`src/hw/rtl/kfsamp_pkg.sv`:
```
// kfsamp_pkg: shared constants, codes and helper functions of the keyframe sampler.
// Used by kfsamp_div, kfsamp_isqrt, kfsamp_cordic and keyframe_sampler. No dependencies.
`default_nettype none

package kfsamp_pkg;

  localparam int MAX_KEYS_DEF  = 64;
  localparam int FRAC_BITS_DEF = 16;

  // Internal angle and weight format is Q2.30
  localparam int IQ           = 30;
  localparam int CORDIC_STEPS = 30;
  localparam int CORDIC_W     = 34;
  localparam logic signed [CORDIC_W-1:0] CORDIC_GAIN = 34'sd652032874;
  localparam int SLERP_NEAR   = 1;

  // Shared divider: 33-bit operands, up to 30 quotient bits
  localparam int DIV_W  = 33;
  localparam int DIV_QW = 30;
  localparam int STEP_W = 5;

  // Square root: radicand 1.0 in Q?.60
  localparam int SQ_W = 61;

  localparam logic CMD_WRITE  = 1'b0;
  localparam logic CMD_SAMPLE = 1'b1;

  localparam logic REG_KEY_COUNT  = 1'b0;
  localparam logic REG_VALUE_KIND = 1'b1;

  localparam logic [1:0] KIND_SCALAR = 2'd0;
  localparam logic [1:0] KIND_VEC3   = 2'd1;
  localparam logic [1:0] KIND_QUAT   = 2'd2;
  localparam logic [1:0] KIND_OTHER  = 2'd3;

  // atan(2^-k) in Q2.30
  function automatic logic [31:0] kfsamp_atan(input logic [STEP_W-1:0] k);
    logic [31:0] v;
    case (k)
      5'd0:  v = 32'd843314856;
      5'd1:  v = 32'd497837829;
      5'd2:  v = 32'd263043836;
      5'd3:  v = 32'd133525158;
      5'd4:  v = 32'd67021686;
      5'd5:  v = 32'd33543515;
      5'd6:  v = 32'd16775850;
      5'd7:  v = 32'd8388437;
      5'd8:  v = 32'd4194282;
      5'd9:  v = 32'd2097149;
      5'd10: v = 32'd1048575;
      5'd11: v = 32'd524287;
      5'd12: v = 32'd262143;
      5'd13: v = 32'd131071;
      5'd14: v = 32'd65535;
      5'd15: v = 32'd32767;
      5'd16: v = 32'd16383;
      5'd17: v = 32'd8191;
      5'd18: v = 32'd4095;
      5'd19: v = 32'd2047;
      5'd20: v = 32'd1023;
      5'd21: v = 32'd511;
      5'd22: v = 32'd255;
      5'd23: v = 32'd127;
      5'd24: v = 32'd63;
      5'd25: v = 32'd31;
      5'd26: v = 32'd15;
      5'd27: v = 32'd8;
      5'd28: v = 32'd4;
      5'd29: v = 32'd2;
      default: v = 32'd0;
    endcase
    return v;
  endfunction

  function automatic logic signed [31:0] kfsamp_sat32(input logic signed [65:0] v);
    logic signed [31:0] r;
    if (v > 66'sh7FFFFFFF)
      r = 32'sh7FFFFFFF;
    else if (v < -66'sh80000000)
      r = -32'sh80000000;
    else
      r = v[31:0];
    return r;
  endfunction

endpackage

`default_nettype wire

```
`src/hw/rtl/kfsamp_div.sv`:
```
// kfsamp_div: restoring fraction divider, one quotient bit per cycle.
// Gives floor(num * 2^steps / den) for num < den. Uses kfsamp_pkg.
`default_nettype none

module kfsamp_div
  import kfsamp_pkg::*;
(
  input  logic              clk,
  input  logic              rst,
  input  logic              start,
  input  logic [DIV_W-1:0]  num,
  input  logic [DIV_W-1:0]  den,
  input  logic [STEP_W-1:0] steps,
  output logic              done,
  output logic [DIV_QW-1:0] quot
);

  logic              run;
  logic [DIV_W:0]    rem;
  logic [DIV_W-1:0]  dreg;
  logic [STEP_W-1:0] cnt;
  logic [DIV_W:0]    rem2;
  logic              ge;

  assign rem2 = {rem[DIV_W-1:0], 1'b0};
  assign ge   = rem2 >= {1'b0, dreg};

  always_ff @(posedge clk) begin
    if (rst) begin
      run  <= 1'b0;
      done <= 1'b0;
    end else begin
      done <= 1'b0;
      if (start) begin
        rem  <= {1'b0, num};
        dreg <= den;
        quot <= '0;
        cnt  <= steps;
        run  <= 1'b1;
      end else if (run) begin
        rem  <= ge ? rem2 - {1'b0, dreg} : rem2;
        quot <= {quot[DIV_QW-2:0], ge};
        cnt  <= cnt - 1'b1;
        if (cnt == STEP_W'(1)) begin
          run  <= 1'b0;
          done <= 1'b1;
        end
      end
    end
  end

endmodule

`default_nettype wire

```
`config.mk`:
```
export PLATFORM = sky130hd
export DESIGN_NAME = kfsamp_div
export DESIGN_NICKNAME = d
export VERILOG_FILES = /design/src/hw/rtl/kfsamp_pkg.sv /design/src/hw/rtl/kfsamp_div.sv
export SDC_FILE = /design/constraint.sdc
export NUM_CORES = 1
export LEC_CHECK = 0
export BUFFER_PORTS_ARGS = -buffer_cell sky130_fd_sc_hd__buf_2
export CAP_MARGIN = 20
export CELL_PAD_IN_SITES_DETAIL_PLACEMENT = 1
export CELL_PAD_IN_SITES_GLOBAL_PLACEMENT = 1
export CORE_MARGIN = 5
export CORE_UTILIZATION = 35
export DETAILED_ROUTE_END_ITERATION = 8
export PLACE_DENSITY_LB_ADDON = 0.1
export SLEW_MARGIN = 40
export SYNTH_ARGS = -nofsm -noshare
export SYNTH_HDL_FRONTEND = slang
export SYNTH_SLANG_ARGS = --single-unit
export TNS_END_PERCENT = 10
```
`constraint.sdc`:
```
create_clock -name clk -period 12.6 [get_ports clk]
set_input_delay 3.78 -clock clk [delete_from_list [all_inputs] [get_ports clk]]
set_output_delay 3.78 -clock clk [all_outputs]
set_load 0.01 [all_outputs]
```
== After elaboration in Yosys (flattened, before gate mapping) ==
Cells that the tools add are included.

* Bits in latches: 0
* Logic and storage cells: 26
* Register bits: 103
* ROM bits: 0
* Memory bits (writable): 0
* Memories kept: 0

* $lt $le $gt $ge: 1
* Shift-type cells: 0
* Add/sub/neg operators: 2
* Equality and inequality tests: 1
* Multiply operators: 0
* Reductions and logical operators: 4
* Multiplexer cells: 10
* Divide/modulo/power cells: 0
* Bitwise logic cells: 2

{| class="wikitable"
|+ Operators by type and width
! operator !! count
|-
| $mux W33 || 3
|-
| $ge A34 B33 Y1 || 1
|-
| $sub A33 B33 Y33 || 1
|-
| $mux W30 || 1
|-
| $mux W5 || 2
|-
| $eq A5 B1 Y1 const B || 1
|-
| $sub A5 B1 Y5 const B || 1
|-
| $mux W1 || 4
|-
| $reduce_and A2 Y1 || 2
|-
| $reduce_or A3 Y1 || 1
|-
| $not A1 Y1 || 2
|-
| $reduce_bool A2 Y1 || 1
|}

== Longest topological paths before layout ==
* Word-level depth: 4
* Mapped depth: 14
* Gate-level depth less buffers: 10

== Worst setup path before layout ==
Ideal clock, no wire load.

* Path type: input-to-reg
* From: in start
* To: reg cnt[0], enable pin
* Stages: 4
* Setup slack: 4.805 ns
* Data arrival time: 7.300 ns
* Library setup time: 0.496 ns
* Buffers on the path: 2
* Cells stage by stage: clkbuf_1 > buf_1 > nor2_1 > nor2_1

* Longest elaborated chain between the ends: 2

{| class="wikitable"
|+ Ends and longest elaborated chain
! item !! line !! source
|-
| start, declared || kfsamp_div.sv:10 || <nowiki>input logic start,</nowiki>
|-
| $reduce_bool A2 Y1 (no source line) || n/a ||
|-
| $reduce_and A2 Y1 (no source line) || n/a ||
|-
| end signal, assigned || kfsamp_div.sv:38 || <nowiki>cnt <= steps;</nowiki>
|-
| end signal, assigned || kfsamp_div.sv:43 || <nowiki>cnt <= cnt - 1'b1;</nowiki>
|-
| end, declared || kfsamp_div.sv:21 || <nowiki>logic [STEP_W-1:0] cnt;</nowiki>
|}

Every way passes these cells.
A chain may end at the register's enable or synchronous reset.

== Worst setup path in the final report ==
* From: in start
* To: reg rem[26], data pin

* Longest elaborated chain between the ends: 1

{| class="wikitable"
|+ Ends and longest elaborated chain
! item !! line !! source
|-
| $mux W33 || kfsamp_div.sv:34 || <nowiki>if (start) begin</nowiki>
|-
| end signal, assigned || kfsamp_div.sv:35 || <nowiki>rem <= {1'b0, num};</nowiki>
|-
| end signal, assigned || kfsamp_div.sv:41 || <nowiki>rem <= ge ? rem2 - {1'b0, dreg} : rem2;</nowiki>
|-
| end, declared || kfsamp_div.sv:19 || <nowiki>logic [DIV_W:0] rem;</nowiki>
|}

Every way passes these cells.

==> results.sh <==
export IMPL_num_vias=4910
export IMPL_worst_skew_pair_late_latency_ps=350
export IMPL_synth_seq_cells=103
export IMPL_drtAntennaViolNets=0
export IMPL_critPathArrivalTime_ps=5940
export IMPL_slew_headroom=0.495
export IMPL_clockRootBuffer="clkbuf_16"
export IMPL_final_fill_count=2010
export IMPL_syn_area_mm2=0.00639
export IMPL_rsz0062_at_grt="false"
export IMPL_worst_setup_path_start_kind="primary input"
export IMPL_period_share=0.463
export IMPL_wl_per_cell_um=18.9
export IMPL_globalplace_congestion=0.818
export IMPL_critPathKind="primary input to flip-flop"
export IMPL_grt_pass1_wl_mm=28.4
export IMPL_clkTransAtPathRegs_ps=80
export IMPL_die_h_um=145
export IMPL_synth_seq_area_share=0.481
export IMPL_drv_slew=0
export IMPL_gr_usage_all_layers=0.164
export IMPL_grt_max_degree=66
export IMPL_startpoint="start"
export IMPL_critPathCaptureType="flip-flop"
export IMPL_synth_cell_types=65
export IMPL_path_max_fanout=65
export IMPL_cts_sinks=103
export IMPL_yosys_warnings=0
export IMPL_yosys_area_top_type="edfxtp_1"
export IMPL_post_cts_buffers=0
export IMPL_ys_async_sr_fraction=0
export IMPL_finalSetupViolCount=0
export IMPL_syn_inst=597
export IMPL_drive_above_1_share=0.233
export IMPL_routed_wl_mm=17.5
export IMPL_status="completed"
export IMPL_worst_hold_slack_ps=501
export IMPL_p_leak_nw=3.04
export IMPL_remaining_drc_errors=0
export IMPL_required_ps=12710
export IMPL_start_util=0.356
export IMPL_die_w_um=145
export IMPL_final_nets=800
export IMPL_hold_class="flip-flop to flip-flop"
export IMPL_antenna_found_initial=1
export IMPL_hpwl_mm=13.0
export IMPL_finalHoldViolCount=0
export IMPL_cts_tree="built"
export IMPL_setup_tns_ps=0
export IMPL_finClkSkew_ps=9.87
export IMPL_synth_top_area_frac=0.474
export IMPL_first_pass_iters=4
export IMPL_io_buffer_count=104
export IMPL_synthFlopType="edfxtp_1"
export IMPL_core_area_mm2=0.0180
export IMPL_placed_cell_area_mm2=0.00716
export IMPL_routed_via_density=5.31
export IMPL_grt_overflow=0
export IMPL_first_iter_violations=222
export IMPL_synthTopCellsByArea="edfxtp_1 47%, ha_1 6.9%, mux2_2 3.9%, nor2b_1 3.6%, a21oi_1 3.3%"
export IMPL_synth_edff_count=101
export IMPL_fmax_ghz=0.172
export IMPL_die_area_mm2=0.0211
export IMPL_rrSetupSlack_ps=8500
export IMPL_r2r_start="rem[0]$_DFFE_PP_"
export IMPL_rows=49
export IMPL_synth_most_common_cell="edfxtp_1"
export IMPL_dpl_cell_count=908
export IMPL_syn_area_per_cell_um2=10.7
export IMPL_syn_num_nets=707
export IMPL_post_cts_resized=0
export IMPL_cts_buffers=9
export IMPL_cts_htree_levels=3
export IMPL_drv_cap=0
export IMPL_timing_rr_end="rem[16]$_DFFE_PP_"
export IMPL_stdcell_count=925
export IMPL_endpoint="rem[26]$_DFFE_PP_"
export IMPL_clockBufferDepth=2
export IMPL_period_minus_slack_ps=5830
export IMPL_irDropWorstVdd_v=0.0000647
export IMPL_grt_pass1_vias=5292
export IMPL_yosys_top_cells_count="101 x edfxtp_1, 49 x inv_1, 42 x a21oi_1, 37 x nor2b_1, 35 x ha_1"
export IMPL_p_per_area_mw_per_mm2=133
export IMPL_area_growth_pct=16.6
export IMPL_hold_buffers=0
export IMPL_rr_worst_depth=11
export IMPL_io_pin_count=105
export IMPL_fin_area_mm2=0.00745
export IMPL_worst_pin_slew_ps=750
## layout by cell type (no fill, tap or decap), drive strengths merged, types with 16 or more instances in the layout
cell type    n
a21o        16
a21oi       42
buf        112
edfxtp     101
ha          35
inv         53
mux2        31
nand2       34
nor2        29
nor2b       37
nor3        18
o21ai       27
xnor2       16
## sequential cells by signal, summed over array words and instances, names as in the netlist
register / count
rem: 33
quot: 30
run: 1
done: 1
cnt: 5
dreg: 33
## cells by family (layout without fill, tap and decap cells)
kind of cell             Yosys count  in the layout  synth area share
multiplexers                      34             34            0.0593
AND/OR/NAND/NOR                  183            183             0.157
AO/OA/AOI/OAI                    140            140             0.145
adder cells (fa/ha/maj)           36             36            0.0716
flip-flops                       103            103             0.481
XOR/XNOR                          22             22            0.0301
other                              0              1                 0
buffers and inverters             79            177            0.0554
## routing by layer
| metal | global-route usage | up-vias | routed length, um |
|---|---|---|---|
| met4 | 0.0410 | 0 | 189 |
| met2 | 0.268 | 86 | 8250 |
| met1 | 0.223 | 2418 | 8490 |
| met3 | 0.0315 | 14 | 546 |
| met5 | 0 | - | 0 |
| li1 | - | 2392 | - |
## area by class of cell
type / instances / area [um^2] / share of cell area
antenna: 1 / 2.50 / 0.000336
clock buffer: 9 / 225 / 0.0302
clock inverter: 7 / 62.6 / 0.00839
inverter: 49 / 184 / 0.0247
multi-input combinational: 415 / 2980 / 0.400
sequential: 103 / 3070 / 0.412
tap: 229 / 287 / 0.0384
timing repair buffer: 112 / 641 / 0.0859
## worst min path at each step
stage | cells after the start | endpoint | slack (ps) | start
detailed placement | 1 | done$_SDFF_PP0_ | 490 | run$_SDFF_PP0_
global route | 1 | done$_SDFF_PP0_ | 520 | run$_SDFF_PP0_
global placement | 1 | done$_SDFF_PP0_ | 470 | run$_SDFF_PP0_
floorplan | 1 | done$_SDFF_PP0_ | 460 | run$_SDFF_PP0_
finish | 1 | done$_SDFF_PP0_ | 500 | run$_SDFF_PP0_
CTS | 1 | done$_SDFF_PP0_ | 500 | run$_SDFF_PP0_
## worst max-delay path, cell delays in order
cell	delay, ps
buf_2	400
buf_4	690
inv_1	480
and3_1	290
a221o_1	260
## report_power, final
part	switching (W)	total (W)	internal (W)	leakage, nW
registers	0.0000127	0.000425	0.000412	0.981
clock network	0.000143	0.000283	0.000139	0.145
logic	0.000160	0.000280	0.000120	1.91
total	0.000316	0.000988	0.000672	3.04
## metrics by stage
| stage | util | setup WS (ps) | total power, W |
|---|---|---|---|
| finish | 0.415 | 6770 | 0.000988 |
| global route | 0.415 | 6630 | 0.00105 |
| CTS | 0.415 | 6770 | 0.00100 |
| detailed placement | 0.399 | 6380 | 0.000714 |
| global placement | 0.394 | 6480 | 0.000704 |
| floorplan | - | 4800 | 0.000637 |
Note: power is estimated with default switching activity, not from simulation.
