File: config.mk
export PLATFORM = sky130hd
export DESIGN_NAME = kfsamp_cordic
export DESIGN_NICKNAME = d
export VERILOG_FILES = /design/src/hw/rtl/kfsamp_pkg.sv /design/src/hw/rtl/kfsamp_cordic.sv
export SDC_FILE = /design/constraint.sdc
export NUM_CORES = 1
export LEC_CHECK = 0
export BUFFER_PORTS_ARGS = -buffer_cell sky130_fd_sc_hd__buf_4
export CORE_UTILIZATION = 45
export CTS_BUF_LIST = sky130_fd_sc_hd__clkbuf_8 sky130_fd_sc_hd__clkbuf_16
export CTS_CLUSTER_SIZE = 12
export DETAILED_ROUTE_END_ITERATION = 6
export HOLD_SLACK_MARGIN = 0.12
export PLACE_DENSITY = 0.69
export SETUP_SLACK_MARGIN = 0.3
export SYNTH_ARGS = -nofsm -noshare
export SYNTH_HDL_FRONTEND = slang
export SYNTH_SLANG_ARGS = --single-unit
export TNS_END_PERCENT = 50
File: constraint.sdc
create_clock -name clk -period 16.33 [get_ports clk]
set_input_delay 0 -clock clk [delete_from_list [all_inputs] [get_ports clk]]
set_output_delay 0 -clock clk [all_outputs]
set_load 0.01 [all_outputs]
File: src/hw/rtl/kfsamp_pkg.sv
// kfsamp_pkg: shared constants, codes and helper functions of the keyframe sampler.
// Used by kfsamp_div, kfsamp_isqrt, kfsamp_cordic and keyframe_sampler. No dependencies.
`default_nettype none

package kfsamp_pkg;

  localparam int MAX_KEYS_DEF  = 64;
  localparam int FRAC_BITS_DEF = 16;

  // Internal angle and weight format is Q2.30
  localparam int IQ           = 30;
  localparam int CORDIC_STEPS = 30;
  localparam int CORDIC_W     = 34;
  localparam logic signed [CORDIC_W-1:0] CORDIC_GAIN = 34'sd652032874;
  localparam int SLERP_NEAR   = 1;

  // Shared divider: 33-bit operands, up to 30 quotient bits
  localparam int DIV_W  = 33;
  localparam int DIV_QW = 30;
  localparam int STEP_W = 5;

  // Square root: radicand 1.0 in Q?.60
  localparam int SQ_W = 61;

  localparam logic CMD_WRITE  = 1'b0;
  localparam logic CMD_SAMPLE = 1'b1;

  localparam logic REG_KEY_COUNT  = 1'b0;
  localparam logic REG_VALUE_KIND = 1'b1;

  localparam logic [1:0] KIND_SCALAR = 2'd0;
  localparam logic [1:0] KIND_VEC3   = 2'd1;
  localparam logic [1:0] KIND_QUAT   = 2'd2;
  localparam logic [1:0] KIND_OTHER  = 2'd3;

  // atan(2^-k) in Q2.30
  function automatic logic [31:0] kfsamp_atan(input logic [STEP_W-1:0] k);
    logic [31:0] v;
    case (k)
      5'd0:  v = 32'd843314856;
      5'd1:  v = 32'd497837829;
      5'd2:  v = 32'd263043836;
      5'd3:  v = 32'd133525158;
      5'd4:  v = 32'd67021686;
      5'd5:  v = 32'd33543515;
      5'd6:  v = 32'd16775850;
      5'd7:  v = 32'd8388437;
      5'd8:  v = 32'd4194282;
      5'd9:  v = 32'd2097149;
      5'd10: v = 32'd1048575;
      5'd11: v = 32'd524287;
      5'd12: v = 32'd262143;
      5'd13: v = 32'd131071;
      5'd14: v = 32'd65535;
      5'd15: v = 32'd32767;
      5'd16: v = 32'd16383;
      5'd17: v = 32'd8191;
      5'd18: v = 32'd4095;
      5'd19: v = 32'd2047;
      5'd20: v = 32'd1023;
      5'd21: v = 32'd511;
      5'd22: v = 32'd255;
      5'd23: v = 32'd127;
      5'd24: v = 32'd63;
      5'd25: v = 32'd31;
      5'd26: v = 32'd15;
      5'd27: v = 32'd8;
      5'd28: v = 32'd4;
      5'd29: v = 32'd2;
      default: v = 32'd0;
    endcase
    return v;
  endfunction

  function automatic logic signed [31:0] kfsamp_sat32(input logic signed [65:0] v);
    logic signed [31:0] r;
    if (v > 66'sh7FFFFFFF)
      r = 32'sh7FFFFFFF;
    else if (v < -66'sh80000000)
      r = -32'sh80000000;
    else
      r = v[31:0];
    return r;
  endfunction

endpackage

`default_nettype wire

File: src/hw/rtl/kfsamp_cordic.sv
// kfsamp_cordic: shared CORDIC, vectoring (angle) or rotation (sine), 30 steps.
// Uses kfsamp_pkg for the arctangent table.
`default_nettype none

module kfsamp_cordic
  import kfsamp_pkg::*;
(
  input  logic                       clk,
  input  logic                       rst,
  input  logic                       start,
  input  logic                       vec,
  input  logic signed [CORDIC_W-1:0] x0,
  input  logic signed [CORDIC_W-1:0] y0,
  input  logic signed [CORDIC_W-1:0] z0,
  output logic                       done,
  output logic signed [CORDIC_W-1:0] y,
  output logic signed [CORDIC_W-1:0] z
);

  logic                       run;
  logic                       mode;
  logic [STEP_W-1:0]          k;
  logic signed [CORDIC_W-1:0] x;
  logic signed [CORDIC_W-1:0] xs, ys, at;
  logic                       u;

  always_comb begin
    xs = x >>> k;
    ys = y >>> k;
    at = CORDIC_W'(kfsamp_atan(k));
    // vectoring drives y to zero, rotation drives z to zero
    u  = mode ? ~y[CORDIC_W-1] : z[CORDIC_W-1];
  end

  always_ff @(posedge clk) begin
    if (rst) begin
      run  <= 1'b0;
      done <= 1'b0;
    end else begin
      done <= 1'b0;
      if (start) begin
        x    <= x0;
        y    <= y0;
        z    <= z0;
        mode <= vec;
        k    <= '0;
        run  <= 1'b1;
      end else if (run) begin
        x <= u ? x + ys : x - ys;
        y <= u ? y - xs : y + xs;
        z <= u ? z + at : z - at;
        if (k == STEP_W'(CORDIC_STEPS - 1)) begin
          run  <= 1'b0;
          done <= 1'b1;
        end else begin
          k <= k + 1'b1;
        end
      end
    end
  end

endmodule

`default_nettype wire

**Yosys cells after proc, flatten, opt, wreduce, memory -nomap -nowiden**

Memories as Yosys holds them, arrays and structs flattened. A register that Yosys moved wholly into a read port is not among the register bits.
Cells that the tools add are included.

- Memories kept: 1
- Bits in registers: 110
- Logic and storage cells: 45
- Memory bits (read-only): 960
- Output and inout bits: 69
- Bits of input ports: 106

Memories:

| memory | depth | bits a word | rd ports | clocked after memory_dff | write ports | RTL line | source |
|---|---|---|---|---|---|---|---|
| (no name shown) | 32 | 30 | 1 | 1 | 0 | kfsamp_pkg.sv:39 | `case (k)` |

- Reduce and logical (&&, ||, !) cells: 5
- Add/sub/neg operators: 7
- Bitwise operators: 3
- Equal/unequal tests: 2
- Muxes and demuxes: 18
- Shift-type cells: 2

Operators with widths:

| operator | count |
|---|---|
| 34-bit 2-to-1 mux | 9 |
| 34-bit adder | 2 |
| 34-bit by 5-bit >>> shifter with 34-bit output | 2 |
| 34-bit subtractor | 2 |
| 34-bit by 33-bit adder with 34-bit output | 1 |
| 34-bit by 33-bit subtractor with 34-bit output | 1 |
| 5-bit 2-to-1 mux | 4 |
| 5-bit by 1-bit adder with 5-bit output, second input constant | 1 |
| 5-bit equality test, second input constant | 1 |
| 1-bit 2-to-1 mux | 5 |
| 2-bit AND reduction | 2 |
| 1-bit NOT | 3 |
| 3-bit AND reduction | 1 |
| 3-bit OR reduction | 1 |
| 2-bit != test, second input constant | 1 |
| 2-bit nonzero test | 1 |

**Logic depth before layout (Yosys ltp)**

Gate-level depths: netlist of run 1.

- Depth after elaboration: 5
- Depth in mapped cells: 30
- Mapped depth without buffers: 23

**Least setup slack after synthesis of run 1**

No wires, ideal clock.

- Path kind: flip-flop to flip-flop
- Start: reg k[1]
- End: reg x[33], data pin
- Library setup time: 264 ps
- Period minus slack after synthesis: 5823 ps
- Path buffers: 6
- Required time: 16066 ps
- Slack: 10507 ps
- Stages on the path, launching flop included: 30
- Data arrival time: 5559 ps
- Cells stage by stage: edfxtp_1 -> buf_2 -> buf_2 -> buf_2 -> buf_1 -> clkbuf_1 -> mux4_2 -> a22oi_1 -> nand3_1 -> nor2_1 -> a21o_1 -> ha_1 -> and3_1 -> and4b_1 -> and3_1 -> clkbuf_1 -> nor3b_1 -> nor2_1 -> xnor2_1 -> ha_1 -> a21o_1 -> a21o_1 -> a21oi_1 -> o21ai_0 -> a21oi_1 -> o21ai_0 -> o31a_1 -> o22ai_1 -> xnor2_1 -> o21ai_1

- Word-level cells in the longest chain between the ends: 5
- Elaborated cells between the ends (all ways): 6
- Classes of those cells: add/sub (2); shift (1); mux (3)

RTL lines:

| item | RTL line | source |
|---|---|---|
| start: declaration | kfsamp_cordic.sv:22 | `logic [STEP_W-1:0] k;` |
| start signal: assignment | kfsamp_cordic.sv:56 | `k <= k + 1'b1;` |
| 34-bit by 5-bit >>> shifter with 34-bit output * | kfsamp_cordic.sv:29 | `ys = y >>> k;` |
| 34-bit subtractor / 34-bit adder (equally long branches) | kfsamp_cordic.sv:49 | `x <= u ? x + ys : x - ys;` |
| 34-bit 2-to-1 mux * | kfsamp_cordic.sv:49 |  |
| 34-bit 2-to-1 mux * | kfsamp_cordic.sv:48 | `end else if (run) begin` |
| 34-bit 2-to-1 mux * | kfsamp_cordic.sv:41 | `if (start) begin` |
| end signal: assignment | kfsamp_cordic.sv:49 |  |
| end: declaration | kfsamp_cordic.sv:23 | `logic signed [CORDIC_W-1:0] x;` |

Every way passes the cells marked *; elsewhere a longest branch is shown, timed or not. The select of a mux whose other input is x is not followed.
A chain may end at the register's enable or synchronous reset.

**Worst setup path in the final report of run 1**

- Start: reg k[0]
- End: reg y[28], data pin

- Word-level cells in the longest chain between the ends: 5
- Elaborated cells between the ends (all ways): 6
- Classes of those cells: add/sub (2); shift (1); mux (3)

RTL lines:

| item | RTL line | source |
|---|---|---|
| 34-bit by 5-bit >>> shifter with 34-bit output * | kfsamp_cordic.sv:28 | `xs = x >>> k;` |
| 34-bit adder / 34-bit subtractor (equally long branches) | kfsamp_cordic.sv:50 | `y <= u ? y - xs : y + xs;` |
| 34-bit 2-to-1 mux * | kfsamp_cordic.sv:50 |  |
| 34-bit 2-to-1 mux * | kfsamp_cordic.sv:48 |  |
| 34-bit 2-to-1 mux * | kfsamp_cordic.sv:41 |  |
| end signal: assignment | kfsamp_cordic.sv:43 | `y <= y0;` |
| end signal: assignment | kfsamp_cordic.sv:50 |  |
| end: declaration | kfsamp_cordic.sv:16 | `output logic signed [CORDIC_W-1:0] y,` |

Marks and branches as above.

==> qor.yml, run 1 <==
layout_worst_path_cycle_share_pct: 46.1
ys_ff_latch: 140
p_sw_share_pct: 48.5
multi_input_area_um2: 13200
hold_path_class: "input port to flop"
final-setup-viol-count: 0
ys_seq_area_share_pct: 21.9
grt_overflow: 0
firstDrtPassIters: 6
syn_to_final_growth_pct: 18.9
cts_buffer_depth: 2
cts_tree: "built"
layout.nets: 2522
ir_drop_mv: 0.139
post-route-min-period_ps: 7520
ant_nets: 0
synth-edff-count: 108
grt_pass1_vias: 17500
wl_mm: 65.5
relSlewSlack_pct: 32.0
cts.sinks: 140
p_total_mw: 3.32
seqPwrFrac_pct: 19.8
antenna_found_initial: 0
fmax_mhz: 133
netlist_area_um2: 17700
first_iter_violations: 1527
maxCapViolCount: 0
setup_tns_ps: 0
synth.distinct_cells: 92
syn-num-nets: 2308
core_area_um2: 38700
vias_per_cell: 6.35
dieArea_um2: 40200
htreeDepth: 4
synth_cells: 2086
numCtsBuffers: 17
worst_slew_pin_slew_ps: 1020
regArea_um2: 3880
drc: 0
nFillCells: 3573
io_buffers: 174
clock_latency_ps: 490
p_clk_share_pct: 11.7
required_ps: 16540
io_pins: 175
vias: 18000
rows: 72
worst_hold_slack_ps: 275
power_density_nw_per_um2: 158
die_w_um: 201
root_buffer: "clkbuf_16"
yosys_warnings: 0
status: "completed"
pwr-share-comb_pct: 68.5
diodes: 0
p_int_mw: 1.71
drv_slew: 0
initial_core_util_pct: 45.8
cp_data_arrival_time_ps: 7730
ys.flop_type: "edfxtp_1"
drive_gt1_share_pct: 16.6
avgSynthCellArea_um2: 8.50
worstPathMaxFanout: 131
grt_pass1_wl_mm: 101
endpoint_kind: "flop"
mostFrequentLayoutCells: "249 x nand2_1, 208 x buf_4, 186 x o21ai_0, 171 x nor2_1, 142 x a21oi_1"
die_height_um: 201
start_kind: "flop"
rsz0062_at_grt: "false"
dpl.hpwl_mm: 48.3
skew_ps: 10.1
avgRoutedWirePerCell_um: 23.1
cts.clk_slew.worst_paths_ps: 70
power_switching_mw: 1.61
final_common_cell: "nand2_1"
critPathKind: "flop to flop"
grt_start_max_net_pins: 132
leakage_nw: 8.51
hold_violations: 0
ys_async_sr_fraction_pct: 0
place_congestion: 1.03
track_usage_pct: 32.5
-- state kept, by name, summed over array words and instances (netlist names) --
register  count
mode          1
x            34
run           1
z            34
k             5
done          1
at           30
y            34
-- metrics by stage --
stage,std cells,util (%),instance area (um2),setup WS [ps]
6_report,2831,54.4,21100,8810
5_1_grt,2831,54.4,21100,8290
4_1_cts,2831,54.4,21100,8920
3_5_place_dp,2694,50.2,19500,9000
3_3_place_gp,2694,50.2,19500,8990
2_1_floorplan,2086,-,17700,10510
-- power groups by stage --
| stage | clock, mW | sequential, mW | combinational (mW) |
|---|---|---|---|
| 6_report | 0.388 | 0.658 | 2.28 |
| 5_1_grt | 0.410 | 0.668 | 2.49 |
| 4_1_cts | 0.400 | 0.653 | 2.25 |
| 3_3_place_gp | 0 | 0.658 | 2.17 |
| 3_5_place_dp | 0 | 0.659 | 2.21 |
| 2_1_floorplan | 0 | 0.612 | 1.64 |
-- worst max-delay path, cell delays in order (launching register included) --
cell and delay [ps]:
edfxtp_1 370, buf_12 590, mux4_2 610, a222oi_1 910, o22ai_1 200, a221oi_1 410
ha_1 310, nor2_1 80, xor2_1 190, ha_1 350, nor2b_1 150, o21ai_0 200
a21boi_0 210, o311ai_0 810, a31oi_1 400, a2111oi_0 490, buf_4 210, o21ai_0 120
o31ai_1 290, xor2_1 180, o21ai_0 90
-- final cells by class --
cell class / count / area share [%]
tap: 518 / 3.07
clock inverter: 12 / 0.374
sequential: 140 / 18.4
multi-input combinational: 1785 / 62.5
clock buffer: 20 / 2.32
inverter: 41 / 0.730
timing repair buffer: 315 / 12.5
-- cell families (layout without fill, tap and decap cells) --
kind of cell	after synthesis	count (layout)	synth area share, %
AO/OA/AOI/OAI	662	662	24.1
AND/OR/NAND/NOR	661	661	17.3
multiplexers	180	180	16.3
XOR/XNOR	166	166	8.20
buffers and inverters	161	388	3.94
flip-flops	140	140	21.9
adder cells (fa/ha/maj)	116	116	8.31
-- repair_timing --
item	in CTS	in global routing
hold buffers	105	0
gates resized for setup	0	0
endpoints found under the hold margin	111	0
buffers inserted	0	0
-- path summary, 6_finish.rpt --
kind              startpoint     to  slack, ps  depth (start not counted)
setup reg to reg        k[0]  y[28]       8810                         20
setup / recovery        k[0]  y[28]       8810                         20
hold / removal           vec   mode        270                          2
hold reg to reg          run   done        480                          1
-- synth_stat cells, drive strengths merged, types with 8 or more instances --
cell type	instances	area, um2
o21ai	193	970
nor2b	18	113
nor4	14	87.6
a211oi	31	238
a31oi	25	156
clkbuf	74	278
nor2	172	646
or3	9	56.3
o221ai	10	87.6
mux4	82	1850
xor2	84	736
nand2b	29	181
and3	25	156
ha	113	1410
xnor2	82	718
nand3	45	225
and2	16	100
dfxtp	32	641
a22o	9	78.8
nand4	11	75.1
mux2i	60	604
inv	39	146
nor3	32	165
o22ai	17	106
o21bai	12	90.1
a21o	57	428
a21oi	142	711
nor3b	9	67.6
a22oi	15	113
a221oi	12	105
mux2	38	432
edfxtp	108	3240
buf	46	267
a21boi	12	90.1
o21a	12	90.1
o211ai	19	143
or4	8	63.8
o31ai	24	180
nand2	249	935
or2	12	75.1
-- metal layers --
| metal | vias to the layer above | global-route usage [%] | part of all wire (%) |
|---|---|---|---|
| met3 | 146 | 5.36 | 7.1 |
| met5 | - | 0 | 0 |
| met2 | 828 | 53.6 | 48 |
| met1 | 8648 | 41.4 | 41 |
| li1 | 8353 | - | - |
| met4 | 0 | 15.1 | 4.2 |
Power figures use the tool's default switching activity.
==> inputs of run 2 (changes only) <==
Clock period 16.33 ns to 7.2 ns, I/O delays scaled along.
==> qor.yml, run 2 (synthesis gave the netlist of run 1 again) <==
required_ps: 7450  # -9090 ps
status: "finished, violations left"
first_iter_violations: 1694  # +11%
io_pins: 175  # unchanged
numCtsBuffers: 17  # unchanged
track_usage_pct: 33.8  # +1.4 points
rows: 72  # unchanged
antenna_found_initial: 0  # unchanged
ant_nets: 0  # unchanged
cts.clk_slew.worst_paths_ps: 70  # about the same
worstPathMaxFanout: 20  # -85%
diodes: 0  # unchanged
cts_buffer_depth: 2  # unchanged
nFillCells: 3560  # -0.36%
htreeDepth: 4  # unchanged
clock_latency_ps: 500  # about the same
drc: 2  # +2
relSlewSlack_pct: 26.7  # -5.4 points
maxCapViolCount: 0  # unchanged
vias_per_cell: 6.38  # +0.42%
initial_core_util_pct: 45.8  # unchanged
cts_tree: "built"
crit_end: "y[33]"
r2r_start: "k[0]"
start_kind: "flop"
critPathKind: "flop to flop"
rsz0062_at_grt: "true"
hold_violations: 0  # unchanged
drv_slew: 0  # unchanged
dpl.hpwl_mm: 51.1  # +5.9%
cp_data_arrival_time_ps: 6900  # -830 ps
worst_slew_pin_slew_ps: 1100  # +78.2 ps
leakage_nw: 8.83  # +3.8%
ir_drop_mv: 0.267  # +92%
dieArea_um2: 40200  # unchanged
cts.sinks: 140  # unchanged
die_height_um: 201  # unchanged
grt_pass1_wl_mm: 105  # +3.6%
grt_start_max_net_pins: 110  # -17%
final_common_cell: "buf_4"
setup_tns_ps: 0  # unchanged
vias: 18400  # +2.6%
avgRoutedWirePerCell_um: 23.7  # +2.4%
power_density_nw_per_um2: 359  # +130%
place_congestion: 1.03  # +0.12%
endpoint_kind: "flop"
p_total_mw: 7.79  # +130%
timing.rr.end: "y[33]"
worst_hold_slack_ps: 255  # -20.2 ps
grt_pass1_vias: 17900  # +2.4%
skew_ps: 15.5  # +5.40 ps
drive_gt1_share_pct: 18.5  # +1.9 points
post-route-min-period_ps: 6660  # -866 ps
root_buffer: "clkbuf_16"
failed_checks: "DRC"
rrSetupSlack_ps: 540  # -8260 ps
fmax_mhz: 150  # +13%
reg.largest.list: "x: 34 flops, y: 34 flops, z: 34 flops"
wl_mm: 68.5  # +4.6%
firstDrtPassIters: 7  # +1
syn_to_final_growth_pct: 22.3
layout_worst_path_cycle_share_pct: 92.4  # +46 points
grt_overflow: 0  # unchanged
io_buffers: 174  # unchanged
final-setup-viol-count: 0  # unchanged
core_area_um2: 38700  # unchanged
layout.nets: 2584  # +2.5%
rr_worst_depth: 23  # +15%
startpoint: "k[0]"
die_w_um: 201  # unchanged
mostFrequentLayoutCells: "254 x buf_4, 249 x nand2_1, 186 x o21ai_0, 170 x nor2_1, 142 x a21oi_1"
hold_path_class: "input port to flop"
run 2: cell type report:
cell class	instances	area, um2	share of cell area [%]
Sequential cell	140	3880	17.9
Tap cell	518	648	2.99
Clock inverter	14	134	0.618
Timing Repair Buffer	377	3210	14.8
Clock buffer	18	450	2.08
Multi-Input combinational cell	1785	13200	60.9
Inverter	41	154	0.710
run 2: power by group:
group,switching (mW),total [mW],internal (mW)
Combinational,3.02,5.38,2.36
Sequential,0.329,1.49,1.16
Clock,0.413,0.915,0.502
run 2: metal layers:
layer	track usage, %	routed length (um)
met1	42.4	27800
met5	0	0
met3	6.62	5170
met2	56.3	32800
met4	14.9	2710
run 2: repair_timing:
| action | CTS | global route |
|---|---|---|
| setup buffers | 0 | 3 |
| hold buffers | 114 | 0 |
| gates resized for setup | 1 | 6 |
| endpoints found under the hold margin | 111 | 0 |
| setup endpoints to repair | 2 | 14 |
run 2: per-stage QoR:
stage	instance area (um2)	util [%]	instances	worst slack, ps
2_1_floorplan	17700	-	2086	1380
3_3_place_gp	19900	51.4	2744	450
3_5_place_dp	19900	51.4	2744	294
4_1_cts	21600	55.9	2890	491
5_1_grt	21700	56.0	2893	259
6_report	21700	56.0	2893	545
run 2: worst max-delay path: stages, from the launching register on:
cell,delay (ps)
edfxtp_1,540
buf_4,230
buf_12,190
mux4_2,540
mux2i_1,370
o221ai_1,240
a211oi_2,400
nand4_2,300
nor3_1,360
a41oi_1,190
xor2_1,190
ha_1,370
a21o_1,200
nand3_1,100
o211ai_1,160
a2111oi_1,490
buf_4,200
o21ai_0,120
buf_4,170
a211o_1,340
a31o_2,280
a31oi_1,210
or3_1,140
nand3_1,70
run 2: how the worst min path moves through the flow:
| stage | from | end | slack, ps | cells past startpoint |
|---|---|---|---|---|
| floorplan | rst | run | 70 | 1 |
| global placement | vec | mode | 180 | 1 |
| detailed placement | vec | mode | 180 | 1 |
| CTS | vec | mode | 220 | 2 |
| global route | vec | mode | 250 | 2 |
| finish | vec | mode | 250 | 2 |
