<file path="src/hw/rtl/kfsamp_pkg.sv">
// kfsamp_pkg: shared constants, codes and helper functions of the keyframe sampler.
// Used by kfsamp_div, kfsamp_isqrt, kfsamp_cordic and keyframe_sampler. No dependencies.
`default_nettype none

package kfsamp_pkg;

  localparam int MAX_KEYS_DEF  = 64;
  localparam int FRAC_BITS_DEF = 16;

  // Internal angle and weight format is Q2.30
  localparam int IQ           = 30;
  localparam int CORDIC_STEPS = 30;
  localparam int CORDIC_W     = 34;
  localparam logic signed [CORDIC_W-1:0] CORDIC_GAIN = 34'sd652032874;
  localparam int SLERP_NEAR   = 1;

  // Shared divider: 33-bit operands, up to 30 quotient bits
  localparam int DIV_W  = 33;
  localparam int DIV_QW = 30;
  localparam int STEP_W = 5;

  // Square root: radicand 1.0 in Q?.60
  localparam int SQ_W = 61;

  localparam logic CMD_WRITE  = 1'b0;
  localparam logic CMD_SAMPLE = 1'b1;

  localparam logic REG_KEY_COUNT  = 1'b0;
  localparam logic REG_VALUE_KIND = 1'b1;

  localparam logic [1:0] KIND_SCALAR = 2'd0;
  localparam logic [1:0] KIND_VEC3   = 2'd1;
  localparam logic [1:0] KIND_QUAT   = 2'd2;
  localparam logic [1:0] KIND_OTHER  = 2'd3;

  // atan(2^-k) in Q2.30
  function automatic logic [31:0] kfsamp_atan(input logic [STEP_W-1:0] k);
    logic [31:0] v;
    case (k)
      5'd0:  v = 32'd843314856;
      5'd1:  v = 32'd497837829;
      5'd2:  v = 32'd263043836;
      5'd3:  v = 32'd133525158;
      5'd4:  v = 32'd67021686;
      5'd5:  v = 32'd33543515;
      5'd6:  v = 32'd16775850;
      5'd7:  v = 32'd8388437;
      5'd8:  v = 32'd4194282;
      5'd9:  v = 32'd2097149;
      5'd10: v = 32'd1048575;
      5'd11: v = 32'd524287;
      5'd12: v = 32'd262143;
      5'd13: v = 32'd131071;
      5'd14: v = 32'd65535;
      5'd15: v = 32'd32767;
      5'd16: v = 32'd16383;
      5'd17: v = 32'd8191;
      5'd18: v = 32'd4095;
      5'd19: v = 32'd2047;
      5'd20: v = 32'd1023;
      5'd21: v = 32'd511;
      5'd22: v = 32'd255;
      5'd23: v = 32'd127;
      5'd24: v = 32'd63;
      5'd25: v = 32'd31;
      5'd26: v = 32'd15;
      5'd27: v = 32'd8;
      5'd28: v = 32'd4;
      5'd29: v = 32'd2;
      default: v = 32'd0;
    endcase
    return v;
  endfunction

  function automatic logic signed [31:0] kfsamp_sat32(input logic signed [65:0] v);
    logic signed [31:0] r;
    if (v > 66'sh7FFFFFFF)
      r = 32'sh7FFFFFFF;
    else if (v < -66'sh80000000)
      r = -32'sh80000000;
    else
      r = v[31:0];
    return r;
  endfunction

endpackage

`default_nettype wire

</file>
<file path="src/hw/rtl/kfsamp_isqrt.sv">
// kfsamp_isqrt: integer square root, one result bit per cycle.
// Radicand up to 2^60. Uses kfsamp_pkg.
`default_nettype none

module kfsamp_isqrt
  import kfsamp_pkg::*;
(
  input  logic            clk,
  input  logic            rst,
  input  logic            start,
  input  logic [SQ_W-1:0] rad,
  output logic            done,
  output logic [30:0]     root
);

  logic            run;
  logic [SQ_W-1:0] v;
  logic [SQ_W:0]   r;
  logic [SQ_W:0]   bm;
  logic [SQ_W:0]   trial;
  logic            take;

  assign trial = r + bm;
  assign take  = {1'b0, v} >= trial;
  assign root  = r[30:0];

  always_ff @(posedge clk) begin
    if (rst) begin
      run  <= 1'b0;
      done <= 1'b0;
    end else begin
      done <= 1'b0;
      if (start) begin
        v   <= rad;
        r   <= '0;
        bm  <= (SQ_W+1)'(1) << (SQ_W - 1);
        run <= 1'b1;
      end else if (run) begin
        if (take) begin
          v <= v - trial[SQ_W-1:0];
          r <= (r >> 1) + bm;
        end else begin
          r <= r >> 1;
        end
        bm <= bm >> 2;
        if (bm == (SQ_W+1)'(1)) begin
          run  <= 1'b0;
          done <= 1'b1;
        end
      end
    end
  end

endmodule

`default_nettype wire

</file>
<file path="config.mk">
export PLATFORM = sky130hd
export DESIGN_NAME = kfsamp_isqrt
export DESIGN_NICKNAME = d
export VERILOG_FILES = /design/src/hw/rtl/kfsamp_pkg.sv /design/src/hw/rtl/kfsamp_isqrt.sv
export SDC_FILE = /design/constraint.sdc
export NUM_CORES = 1
export LEC_CHECK = 0
export BUFFER_PORTS_ARGS = -buffer_cell sky130_fd_sc_hd__buf_2
export CAP_MARGIN = 0
export CORE_MARGIN = 5
export CORE_UTILIZATION = 30
export DETAILED_ROUTE_END_ITERATION = 16
export GPL_ROUTABILITY_DRIVEN = 0
export GPL_TIMING_DRIVEN = 0
export PLACE_DENSITY = 0.54
export SLEW_MARGIN = 20
export SYNTH_ARGS = -nofsm -noshare
export SYNTH_HDL_FRONTEND = slang
export SYNTH_SLANG_ARGS = --single-unit
</file>
<file path="constraint.sdc">
create_clock -name clk -period 14.1 [get_ports clk]
set_input_delay 2.82 -clock clk [delete_from_list [all_inputs] [get_ports clk]]
set_output_delay 2.82 -clock clk [all_outputs]
set_load 0.02 [all_outputs]
</file>
## Yosys cells after proc, flatten, opt, wreduce, memory -nomap -nowiden

Index checks and enable logic that the tools add are counted.

- Bits of input ports: 64
- Logic and storage cells: 27
- Flip-flop bits (word level): 156
- Output and inout bits: 32

- $lt $le $gt $ge: 1
- Reduce and logical (&&, ||, !) cells: 5
- $add $sub $neg: 3
- Equality and inequality tests: 1
- Bitwise logic cells: 2
- Multiplexer cells: 10

Operators with widths:

| kind | count |
|---|---|
| $mux W61 | 4 |
| $mux W62 | 2 |
| $add A61 B61 Y62 | 1 |
| $add A62 B61 Y62 | 1 |
| $ge A61 B62 Y1 | 1 |
| $sub A61 B61 Y61 | 1 |
| $eq A31 B1 Y1 const B | 1 |
| $mux W1 | 4 |
| $reduce_bool A2 Y1 | 2 |
| $reduce_and A3 Y1 | 1 |
| $reduce_or A3 Y1 | 1 |
| $not A1 Y1 | 2 |
| $reduce_and A2 Y1 | 1 |

## Longest topological paths before layout

Gate-level depths: netlist of run 1.

- Depth in word-level cells: 5
- Depth in mapped cells: 26
- Depth with buffers taken out: 23

## Least setup slack after synthesis of run 1

Ideal clock, no wire load.

- Path type: input to register
- From: in start
- To: reg v[0] (enable)
- Arrival time: 12035 ps
- Cell stages on the path: 5
- Library setup time: 573 ps
- Required time: 13527 ps
- Path slack: 1492 ps
- Buffers on the path: 2
- Path through: clkbuf_1 -> clkbuf_1 -> nor2_1 -> nor2_1 -> a21boi_0

- Word-level cells in the longest chain between the ends: 2
- Elaborated cells on any way between the ends: 3
- Classes of those cells: 3 x reduce/logical

Ends and longest elaborated chain:

| element | line | source |
|---|---|---|
| from (decl) | kfsamp_isqrt.sv:10 | `input logic start,` |
| $reduce_bool A2 Y1 (no line) | n/a |  |
| $reduce_and A3 Y1 (no line) (*) | n/a |  |
| to (signal assigned) | kfsamp_isqrt.sv:34 | `v <= rad;` |
| to (signal assigned) | kfsamp_isqrt.sv:40 | `v <= v - trial[SQ_W-1:0];` |
| to (decl) | kfsamp_isqrt.sv:17 | `logic [SQ_W-1:0] v;` |

Every way passes the cells marked *; elsewhere a longest branch is shown, timed or not.
A chain may end at the register's enable or synchronous reset.

## Worst setup path in the final report of run 1

- From: reg r[2]
- To: reg v[3] (enable)

- Word-level cells in the longest chain between the ends: 4

Ends and longest elaborated chain:

| element | line | source |
|---|---|---|
| from (decl) | kfsamp_isqrt.sv:18 | `logic [SQ_W:0] r;` |
| from (signal assigned) | kfsamp_isqrt.sv:41 | `r <= (r >> 1) + bm;` |
| from (signal assigned) | kfsamp_isqrt.sv:43 | `r <= r >> 1;` |
| $add A62 B61 Y62 | kfsamp_isqrt.sv:23 | `assign trial = r + bm;` |
| $ge A61 B62 Y1 | kfsamp_isqrt.sv:24 | `assign take = {1'b0, v} >= trial;` |
| $reduce_bool A2 Y1 (no line) | n/a |  |
| $reduce_and A3 Y1 (no line) | n/a |  |

Every way passes these cells.

==> key figures, run 1 <==
Timing
  • Worst setup margin: around 5.8 ns
  • Fmax: about 120 MHz
  • Shortest period the worst path allows: 8.25 ns
  • Hold_ws: about 0.5 ns
  • Clk_skew: roughly 0.014 ns
  • RSZ-0062 raised after global routing: no
  • # setup viols final: 0
  • Period utilization: 58.5%
  • Slew Limit Fails: 0
  • Worst Max-Slew Pin Slew: just over 1 ns
  • Relative slew slack: around 32%
  • Final setup TNS: 0 ns
  • Final Hold Viols: 0

Synthesis
  • Synth Net Count: slightly below 2,000
  • EDFF count, synth: approximately 150
  • Synth cell types: 82
  • Syn Inst Count: 1,746
  • Mean Syn Cell Area: just under 9 um2
  • Synth Warn #: 0
  • Mapped Area: around 15,000 um2
  • FF+latch count, synth: between 150 and 200
  • Async SR Flop Fraction: 0%
  • Main synth FF type: edfxtp_1
  • Post-synthesis sequential area ratio: 30.4%

Worst setup path
  • Top delay family on crit path: compound AO/OA/AOI/OAI gates
  • Buffers & Inverters on Critical Path: 2
  • Critical path class: reg -> reg
  • Max FO, Critical Path: 20
  • Worst Reg-to-Reg Cells: 24
  • Slowest stage delay, CP: about 0.73 ns
  • Startpoint Class: register
  • CP Data Required Time: around 14 ns
  • Cell repeated most along the worst path: nor3_1
  • Worst path depth: 24
  • Crit-path cells: ha_1 > a21o_1 > a31oi_1 > o21a_1 > o211ai_1 > a2111oi_0 > nor3_1 > a211oi_1 > nor3_1 > o21ai_1 > xor2_1 > ha_1 > nand4_1 > nor3_1 > nand4_1 > o31ai_2 > nand2b_1 > o22a_2 > o21ai_4 > nor4b_4 > nor2_1 > a21boi_4 > buf_16 > buf_16
  • Critical path arrival: roughly 8.4 ns
  • Critical-path top delay cell: a211oi_1
  • CP Capture Type: register

Power
  • Pwr dens: between 100 and 150 nW/um2
  • Tot Pwr: 2.04 mW
  • Max VDD drop: around 0.00007 V
  • LEAKAGE: between 6 and 7 nW

Clock network
  • Sinks on Clock Net: roughly 160
  • Num CTS Buffers: 17
  • # H-tree levels: 4
  • CTS tree: yes
  • Clk root buf: clkbuf_16
  • Clk Latency, worst-skew pair: approximately 0.46 ns
  • PostCTS Resize Cnt: 0
  • Postcts setup bufs: 0
  • Clk slew on worst S/H paths: 0.07 ns
  • Clock Path Buffers: 2
  • Hold-fix buffers, CTS: 0

Detailed routing
  • Vias per cell: about 5.4
  • DRC violations left: 0
  • Drt pass-1 iters: 5
  • WL per Instance: ~20 um
  • Total routed wirelength: approximately 50 mm
  • Vias after detailed routing: ~14,000
  • Starting DRC count in detailed routing: 1,103
  • Final ANT Viol Nets: 0

GRT
  • Largest net degree at the start of global routing: 24
  • GR Overflow Total: 0
  • Vias in the first global route: between 10,000 and 15,000
  • Total GRT Usage: ~17%
  • Global-route wire length before repair: 77.1 mm
  • Initial antenna violation count: 1

Status
  • Run status: finished, final reports clean

Finish
  • Most common library cell in the layout ignoring fill and taps: nand2_1
  • Commonest cells after routing, fill and taps aside: nand2_1, edfxtp_1, ha_1
  • Layout filler cell count: 5,282
  • Final #Nets: 2,057
  • Layout area overhead: 13.8%
  • Layout cells sized above 1: between 10% and 20%

Placement
  • Place WS: about 6 ns
  • DP HPWL: 39.7 mm
  • Port buffer count: 95

Floorplan
  • Full die area: 55,700 um2
  • Die Span Y: 236 um
  • I/O pin count: 96
  • Die width: around 240 um
  • Core area: approximately 50,000 um2
  • Initial Util: just over 30%
  • Site Rows: between 80 and 90

Worst hold path
  • Hold Crit Class: reg -> reg
  • Hold path cells: 1

Run
  • Max-Cap Viols: 0
-- per-stage QoR --
| step | cell area (um2) | util [%] | instances |
|---|---|---|---|
| 6_report | 17400 | 34.6 | 2553 |
| 5_1_grt | 17400 | 34.6 | 2552 |
| 4_1_cts | 17400 | 34.6 | 2552 |
| 3_5_place_dp | 16900 | 33.5 | 2520 |
| 3_3_place_gp | 16600 | 33.0 | 2513 |
| 2_1_floorplan | 15300 | - | 1746 |
-- layout make-up --
cell class | instances | area (um2) | area share [%]
multi-input cells | 1449 | 9940 | 57.0
flip-flops and latches | 156 | 4660 | 26.7
well taps | 672 | 841 | 4.82
repair buffers | 102 | 668 | 3.83
plain buffers | 114 | 639 | 3.67
clock buffers | 18 | 429 | 2.46
clock inverters | 14 | 156 | 0.897
inverters | 27 | 101 | 0.581
diodes | 1 | 2.50 | 0.0143
-- power by group --
part           internal, mW  total (mW)  switching (mW)
combinational         0.376       0.925           0.549
sequential            0.577       0.629          0.0516
clock                 0.264       0.489           0.224
-- synth_stat cells (19+ instances only) --
| master | number | area [um2] |
|---|---|---|
| nand2_1 | 166 | 623 |
| edfxtp_1 | 154 | 4620 |
| ha_1 | 125 | 1560 |
| o21ai_0 | 123 | 616 |
| a21oi_1 | 113 | 566 |
| nor2_1 | 104 | 390 |
| nor2b_1 | 75 | 469 |
| xor2_1 | 74 | 648 |
| xnor2_1 | 64 | 561 |
| a21o_1 | 62 | 465 |
| a31oi_1 | 58 | 363 |
| clkbuf_1 | 52 | 195 |
| nor3_1 | 52 | 260 |
| nand4_1 | 45 | 282 |
| buf_4 | 35 | 263 |
| nand3_1 | 33 | 165 |
| a211oi_1 | 32 | 240 |
| o21bai_1 | 28 | 210 |
| inv_1 | 26 | 97.6 |
| o31ai_1 | 23 | 173 |
| o21a_1 | 20 | 150 |
| buf_2 | 19 | 95.1 |
-- final timing paths --
| kind | from | slack, ns | to |
|---|---|---|---|
| max | r[2] | 5.85 | v[3] |
| min | run | 0.51 | done |
| max reg2reg | r[2] | 5.85 | v[3] |
| min reg2reg | run | 0.51 | done |
-- layer usage --
| layer | up-vias | wire [um] | track usage, % |
|---|---|---|---|
| met5 | - | 0 | 0 |
| met4 | 0 | 1430 | 5.89 |
| met3 | 62 | 2130 | 1.78 |
| met2 | 399 | 22400 | 27.8 |
| met1 | 6565 | 23600 | 24.4 |
| li1 | 6850 | - | - |
-- sequential cells by signal, indices dropped and copies added (netlist names) --
| name | cells |
|---|---|
| r | 62 |
| bm | 31 |
| done | 1 |
| run | 1 |
| v | 61 |
-- logic make-up (layout without fill, tap and decap cells) --
logic type / Yosys count / in the layout / synth area share (%)
AOI/OAI and AO/OA: 588 / 588 / 25.5
and+or+nand+nor: 570 / 570 / 18.7
DFF: 156 / 156 / 30.4
buffers and inverters: 141 / 275 / 4.83
xor gates and xnor gates: 138 / 138 / 7.89
adders and majority gates: 126 / 126 / 10.3
muxes: 27 / 27 / 2.23
other: 0 / 1 / 0
Note: power is estimated with default switching activity, not from simulation.
==> run 2, diff against run 1 <==
Settings changed: ABC_AREA set to 1.
Clock period 14.1 ns to 7.9 ns, I/O delays scaled along.
==> run 2 against run 1 <==
Register-to-register slack got worse by 4.0 ns. Routed wire length increased by 46%. Highest routed layer unchanged. Die area increased by 18%. Sequential cell count unchanged. Count of clock-buffer cells in the layout increased by 2. Non-clock buffer count decreased by 41. Via count increased by 39%. Total power increased by 100%. Synthesized cell count increased by 61%. Utilization decreased by 0.65 points. Clock skew decreased by 0.0030 ns. Combinational power increased by 120%.
==> key figures, run 2 <==
Synthesis
  • Post-synthesis sequential area ratio: 25.6% (-4.9 points)
  • Synth cell types: 57 (-30%)
  • Yosys top cell area share: 25.3% (-4.8 points)
  • Async SR Flop Fraction: 0% (unchanged)
  • FF+latch count, synth: 156 (unchanged)
  • Syn Inst Count: 2,816 (+61%)
  • Mean Syn Cell Area: 6.48 um2 (-26%)
  • Mapped Area: 18,300 um2 (+19%)
  • Top-count cell post-synth: nand2_1
  • Synth Warn #: 0 (unchanged)
  • Area contributors post-synth: edfxtp_1, nand2_1, ha_1
  • Post-synth top cells: nand2_1, inv_1, nor2_1
  • Most area-hungry cell type in the Yosys netlist: edfxtp_1
  • EDFF count, synth: 154 (unchanged)
  • Main synth FF type: edfxtp_1
  • Synth Net Count: 3,006 (+55%)

Status
  • Run status: finished, final reports clean

Power
  • Pwr dens: 200 nW/um2 (+71%)
  • Tot Pwr: 4.11 mW (+100%)
  • Max VDD drop: 0.0000959 V (+38%)
  • LEAKAGE: 8.81 nW (+32%)

Timing
  • # setup viols final: 0 (unchanged)
  • Final setup TNS: 0 ns (unchanged)
  • Final Hold Viols: 0 (unchanged)
  • RSZ-0062 raised after global routing: no
  • Shortest period the worst path allows: 6.09 ns (-2.16 ns)
  • Clk_skew: 0.0115 ns (-0.00296 ns)
  • Period utilization: 77.1% (+19 points)
  • Fmax: 164 MHz (+35%)
  • Worst Max-Slew Pin Slew: 1.07 ns (+0.0480 ns)
  • Hold_ws: 0.527 ns (+0.0202 ns)
  • Worst setup margin: 1.81 ns (-4.04 ns)
  • Slew Limit Fails: 0 (unchanged)
  • Relative slew slack: 29.0% (-3.2 points)

Clock network
  • # H-tree levels: 4 (unchanged)
  • Sinks on Clock Net: 156 (unchanged)
  • CTS tree: yes
  • Num CTS Buffers: 17 (unchanged)
  • Postcts setup bufs: 0 (unchanged)
  • Clk Latency, worst-skew pair: 0.47 ns (about the same)
  • Clk slew on worst S/H paths: 0.07 ns (about the same)
  • Clock Path Buffers: 2 (unchanged)
  • Clk root buf: clkbuf_16
  • Hold-fix buffers, CTS: 0 (unchanged)
  • PostCTS Resize Cnt: 0 (unchanged)

Detailed routing
  • Final ANT Viol Nets: 0 (unchanged)
  • Vias per cell: 5.18 (-4.7%)
  • Starting DRC count in detailed routing: 1,772 (+61%)
  • Vias after detailed routing: 19,300 (+39%)
  • Total routed wirelength: 72.4 mm (+46%)
  • WL per Instance: 19.4 um (-0.18%)
  • Drt pass-1 iters: 5 (unchanged)
  • DRC violations left: 0 (unchanged)

Placement
  • DP HPWL: 61.1 mm (+54%)
  • Port buffer count: 95 (unchanged)
  • Dpl cell area: 19,900 um2 (+18%)
  • Place WS: 1.97 ns (-4.02 ns)
  • Placed cell count: 3,701 (+47%)

GRT
  • Initial antenna violation count: 0 (-1)
  • Vias in the first global route: 18,800 (+40%)
  • Met3 Use GR: 2.66% (+0.88 points)
  • GR Overflow Total: 0 (unchanged)
  • GR met2 Demand/Resource: 35.7% (+7.9 points)
  • Total GRT Usage: 21.2% (+3.8 points)
  • Global-route wire length before repair: 108 mm (+40%)
  • Met1 GRT Util: 28.3% (+3.9 points)
  • Largest net degree at the start of global routing: 25 (+4.2%)
  • Gr busiest metal: met2

Worst hold path
  • Hold Crit Start: run
  • Hold Crit Class: reg -> reg
  • Hold path cells: 2 (+1)
  • Hold EP: done

Worst setup path
  • CP Data Required Time: 8.07 ns (-6.20 ns)
  • Startpoint Class: register
  • Worst r2r src: r[10]
  • Reg-to-Reg End: v[51]
  • CP Capture Type: register
  • Cell repeated most along the worst path: nand2_1
  • FF-to-FF setup slack: 1.81 ns (-4.04 ns)
  • Worst Reg-to-Reg Cells: 27 (+13%)
  • Max FO, Critical Path: 20 (unchanged)
  • Slowest stage delay, CP: 0.58 ns (-0.15 ns)
  • Critical-path top delay cell: edfxtp_1
  • Critical path arrival: 6.27 ns (-2.15 ns)
  • Critical path class: reg -> reg

Finish
  • Layout area overhead: 12.3%
  • Post-layout util: 34.0% (-0.65 points)
  • Commonest cells after routing, fill and taps aside: nand2_1, inv_1, nor2_1
  • Most common library cell in the layout ignoring fill and taps: nand2_1
  • Design Area, Final: 20,500 um2 (+18%)
  • Antenna diodes: 0 (-1)
  • Largest register FFs: 62 (unchanged)
  • Largest regs: r x62, v x61, bm x31
  • Non-filler cells, final: 3,733 (+46%)
  • Top reg by flops: r
  • Layout filler cell count: 6,739 (+28%)
  • Layout cells sized above 1: 9.59% (-5.0 points)
  • Final #Nets: 3,128 (+52%)

Floorplan
  • Core area: 60,400 um2 (+20%)
  • Site Rows: 90 (+9.8%)
  • Full die area: 65,900 um2 (+18%)
  • Initial Util: 30.2% (-0.18 points)
  • I/O pin count: 96 (unchanged)
  • Die width: 257 um (+8.7%)
  • Die Span Y: 257 um (+8.7%)

Run
  • Max-Cap Viols: 0 (unchanged)
==> run 2: cell count changes after synthesis, moves of 25 or more <==
cell | previous run | this run
a21oi_1 | 113 | 191
inv_1 | 26 | 364
o21ai_0 | 123 | 188
nand3_1 | 33 | 209
nor2b_1 | 75 | 0
clkbuf_1 | 52 | 21
xor2_1 | 74 | 49
a211oi_1 | 32 | 3
nor2_1 | 104 | 336
a31oi_1 | 58 | 21
nor3_1 | 52 | 23
nand2_1 | 166 | 755
a21o_1 | 62 | 9
==> run 2: worst max-delay path, delay by kind of cell (launching register included) <==
family          cells  cell delay (ns)
compound gates      5             1.58
buf+inv             3             0.53
fa+ha+maj           2             0.85
simple gates       17             2.21
flops               1             0.58
==> run 2: power breakdown <==
group          total (mW)  internal, mW  switching, mW
combinational        2.08         0.692           1.38
clock               0.876         0.484          0.392
sequential           1.16          1.03          0.121
==> run 2: cell families after synthesis <==
kind of cell / share of synthesized area [%]
buf+inv: 10.3
flops: 25.6
simple gates: 35.4
xor+xnor: 4.99
compound gates: 15.1
fa+ha+maj: 8.68
==> run 2: cell type report <==
type,instances,area (um2),area share (%)
inverters,367,1380,6.72
flip-flops and latches,156,4660,22.8
multi-input cells,2221,11700,57.2
plain buffers,72,497,2.42
clock buffers,20,457,2.23
clock inverters,12,136,0.665
repair buffers,103,658,3.21
well taps,782,978,4.77
==> run 2: layer usage <==
| layer | part of all wire [%] | routed length [um] | up-vias |
|---|---|---|---|
| li1 | - | - | 9590 |
| met1 | 45 | 32400 | 8941 |
| met2 | 46 | 33300 | 680 |
| met3 | 6.0 | 4310 | 124 |
| met4 | 3.3 | 2350 | 0 |
| met5 | 0 | 0 | - |
==> run 2: worst max path at each step <==
stage,slack (ns),end,start,cells after the start
finish,1.81,v[51],r[10],27
global route,1.42,v[43],r[10],29
CTS,1.94,v[41],r[10],29
detailed placement,1.97,v[53],r[10],29
global placement,-2.86,v[53],start,7
floorplan,0.58,v[0],start,6
==> run 3, diff against run 2 <==
Settings changed: PLACE_DENSITY 0.54 to 0.56.
Clock period 7.9 ns to 5.1 ns, I/O delays scaled along.
==> run 3 against run 2 <==
Global-route usage hardly changed. Hold slack lost 0.0069 ns. Total power up 60%. Critical path type unchanged.
==> key figures, run 3 (synthesis gave the netlist of run 2 again) <==
Status
  • Run status: finished, final reports clean

Clock network
  • Num CTS Buffers: 17 (unchanged)
  • Clk Latency, worst-skew pair: 0.48 ns (about the same)
  • Clk slew on worst S/H paths: 0.07 ns (about the same)
  • Sinks on Clock Net: 156 (unchanged)
  • CTS tree: yes
  • Clock Path Buffers: 2 (unchanged)
  • Clk root buf: clkbuf_16
  • # H-tree levels: 4 (unchanged)
  • Hold-fix buffers, CTS: 0 (unchanged)

Placement
  • DP HPWL: 60.9 mm (-0.42%)
  • Port buffer count: 95 (unchanged)
  • Dpl cell area: 19,900 um2 (+0.19%)
  • Place WS: -0.921 ns (-2.89 ns)

Finish
  • Design Area, Final: 21,500 um2 (+4.9%)
  • Most common library cell in the layout ignoring fill and taps: nand2_1
  • Final #Nets: 3,183 (+1.8%)
  • Largest regs: r x62, v x61, bm x31
  • Top reg by flops: r
  • Antenna diodes: 0 (unchanged)
  • Multi-input logic area: 12,300 um2 (+4.4%)
  • Layout filler cell count: 6,697 (-0.62%)
  • Commonest cells after routing, fill and taps aside: nand2_1, inv_1, nor2_1
  • Largest register FFs: 62 (unchanged)
  • Reg area: 4660 um2 (unchanged)
  • Layout area overhead: 17.9%
  • Post-layout util: 35.6% (+1.7 points)
  • Layout cells sized above 1: 14.2% (+4.6 points)

Worst setup path
  • FF-to-FF setup slack: 0.18 ns (-1.63 ns)
  • Top delay family on crit path: simple AND/OR/NAND/NOR gates
  • CP Capture Type: register
  • Crit-path cells: ha_1 > nand2_1 > nor2_1 > nand2_1 > nor3_1 > a21oi_1 > nand2_1 > xnor2_1 > ha_1 > nand2_1 > inv_1 > nand2_1 > inv_1 > nand2_1 > nand3_1 > a21oi_2 > nand3_4 > nand2_2 > nand3_4 > buf_4 > buf_6 > buf_8 > nand3_2 > a21oi_1
  • Cell repeated most along the worst path: nand2_1
  • Worst r2r src: r[42]
  • CP Data Required Time: 5.29 ns (-2.78 ns)
  • Startpoint Class: register
  • Critical path origin: r[42]
  • Buffers & Inverters on Critical Path: 5 (+2)
  • Worst Setup EP: r[43]
  • Max FO, Critical Path: 10 (-50%)
  • Critical-path top delay cell: edfxtp_1
  • Reg-to-Reg End: r[43]
  • Critical path arrival: 5.11 ns (-1.16 ns)
  • Critical path class: reg -> reg
  • Worst Reg-to-Reg Cells: 24 (-11%)
  • Slowest stage delay, CP: 0.51 ns (-0.07 ns)
  • Worst path depth: 24 (-11%)

Floorplan
  • Site Rows: 90 (unchanged)
  • Core area: 60,400 um2 (unchanged)
  • Full die area: 65,900 um2 (unchanged)
  • Die width: 257 um (unchanged)
  • I/O pin count: 96 (unchanged)
  • Initial Util: 30.2% (unchanged)
  • Die Span Y: 257 um (unchanged)

Detailed routing
  • Final ANT Viol Nets: 0 (unchanged)
  • Drt pass-1 iters: 8 (+3)
  • DRC violations left: 0 (unchanged)
  • Vias after detailed routing: 19,800 (+2.6%)
  • Total routed wirelength: 73.5 mm (+1.6%)
  • Vias per cell: 5.24 (+1.1%)
  • WL per Instance: 19.4 um (about the same)
  • Starting DRC count in detailed routing: 1,905 (+7.5%)

Worst hold path
  • Hold Crit Class: reg -> reg
  • Hold Crit Start: run

GRT
  • Global-route wire length before repair: 108 mm (+0.15%)
  • Vias in the first global route: 18,700 (-0.44%)
  • Largest net degree at the start of global routing: 24 (-4.0%)
  • Total GRT Usage: 21.2% (about the same)
  • Initial antenna violation count: 0 (unchanged)
  • GR Overflow Total: 0 (unchanged)

Timing
  • Worst Max-Slew Pin Slew: 1.02 ns (-0.0485 ns)
  • Final Hold Viols: 0 (unchanged)
  • Period utilization: 96.5% (+19 points)
  • Slew Limit Fails: 0 (unchanged)
  • Fmax: 203 MHz (+24%)
  • Worst setup margin: 0.179 ns (-1.63 ns)
  • # setup viols final: 0 (unchanged)
  • RSZ-0062 raised after global routing: yes
  • Shortest period the worst path allows: 4.92 ns (-1.17 ns)
  • Clk_skew: 0.0141 ns (+0.00258 ns)
  • Relative slew slack: 32.2% (+3.2 points)

Power
  • Switching Power: 3.05 mW (+61%)
  • Max VDD drop: 0.000188 V (+96%)
  • LEAKAGE: 9.16 nW (+4.0%)
  • Clk network pwr share: 20.0% (-1.3 points)
  • Pint: 3.50 mW (+58%)
  • Tot Pwr: 6.56 mW (+60%)
  • Flop pwr share: 26.9% (-1.2 points)
  • Combinational Power Share: 53.1% (+2.6 points)
  • Switching share of total power: 46.6% (+0.38 points)
  • Pwr dens: 305 nW/um2 (+52%)

Run
  • Max-Cap Viols: 0 (unchanged)
[run 3: changes by cell type in the layout (fill, tap and decap cells not counted), moves of 9 or more]
cell,before,now
a21oi_1,189,175
a21oi_2,11,23
buf_4,33,83
ha_1,125,95
ha_2,0,17
ha_4,0,13
nor2_1,336,324
nor2_2,15,24
o21ai_0,188,172
[run 3: how the worst min path moves through the flow]
| stage | end | slack [ns] | cells past startpoint |
|---|---|---|---|
| final | done | 0.52 | 2 |
| after global routing | done | 0.54 | 2 |
| after CTS | done | 0.52 | 2 |
| after detailed placement | done | 0.51 | 2 |
| after global placement | done | 0.50 | 2 |
| after floorplan | done | 0.48 | 2 |
[run 3: metrics by stage]
| stage | std cells | TNS (ns) | hold WS [ns] |
|---|---|---|---|
| CTS | 3747 | 0 | 0.519 |
| global route | 3788 | -2.02 | 0.538 |
| global placement | 3693 | -149.63 | 0.500 |
| detailed placement | 3701 | -71.35 | 0.509 |
| floorplan | 2816 | 0 | 0.476 |
| finish | 3788 | 0 | 0.520 |
[run 3: per-layer routing]
layer,vias up,GRT usage (%),part of all wire [%]
met2,708,35.1,46
met1,9303,28.9,44
met4,0,6.50,3.7
met5,-,0,0
li1,9690,-,-
met3,144,2.57,6.3
[run 3: area by class of cell]
class                   instances  share of cell area [%]
repair buffers                159                    5.47
inverters                     367                    6.40
plain buffers                  71                    2.29
flip-flops and latches        156                    21.7
clock inverters                14                   0.628
well taps                     782                    4.55
clock buffers                  18                    2.00
multi-input cells            2221                    57.0
[run 3: power by group through the flow]
| stage | combinational, mW | clock (mW) | sequential [mW] |
|---|---|---|---|
| after global placement | 3.11 | 0 | 1.82 |
| after global routing | 3.81 | 1.37 | 1.77 |
| final | 3.48 | 1.31 | 1.76 |
| after floorplan | 2.24 | 0 | 1.72 |
| after CTS | 3.23 | 1.32 | 1.77 |
| after detailed placement | 3.16 | 0 | 1.81 |
[run 3: worst min-delay path, stage by stage, from the launching register on]
cell and delay (ns):
dfxtp_1 0.30, inv_1 0.11, nor3b_1 0.07
[run 3: timing repair]
item / CTS / global route
gates resized for setup: 13 / 109
pin swaps: 6 / 16
endpoints found under the setup margin: 124 / 128
gates cloned: 0 / 3
buffers inserted: 15 / 38
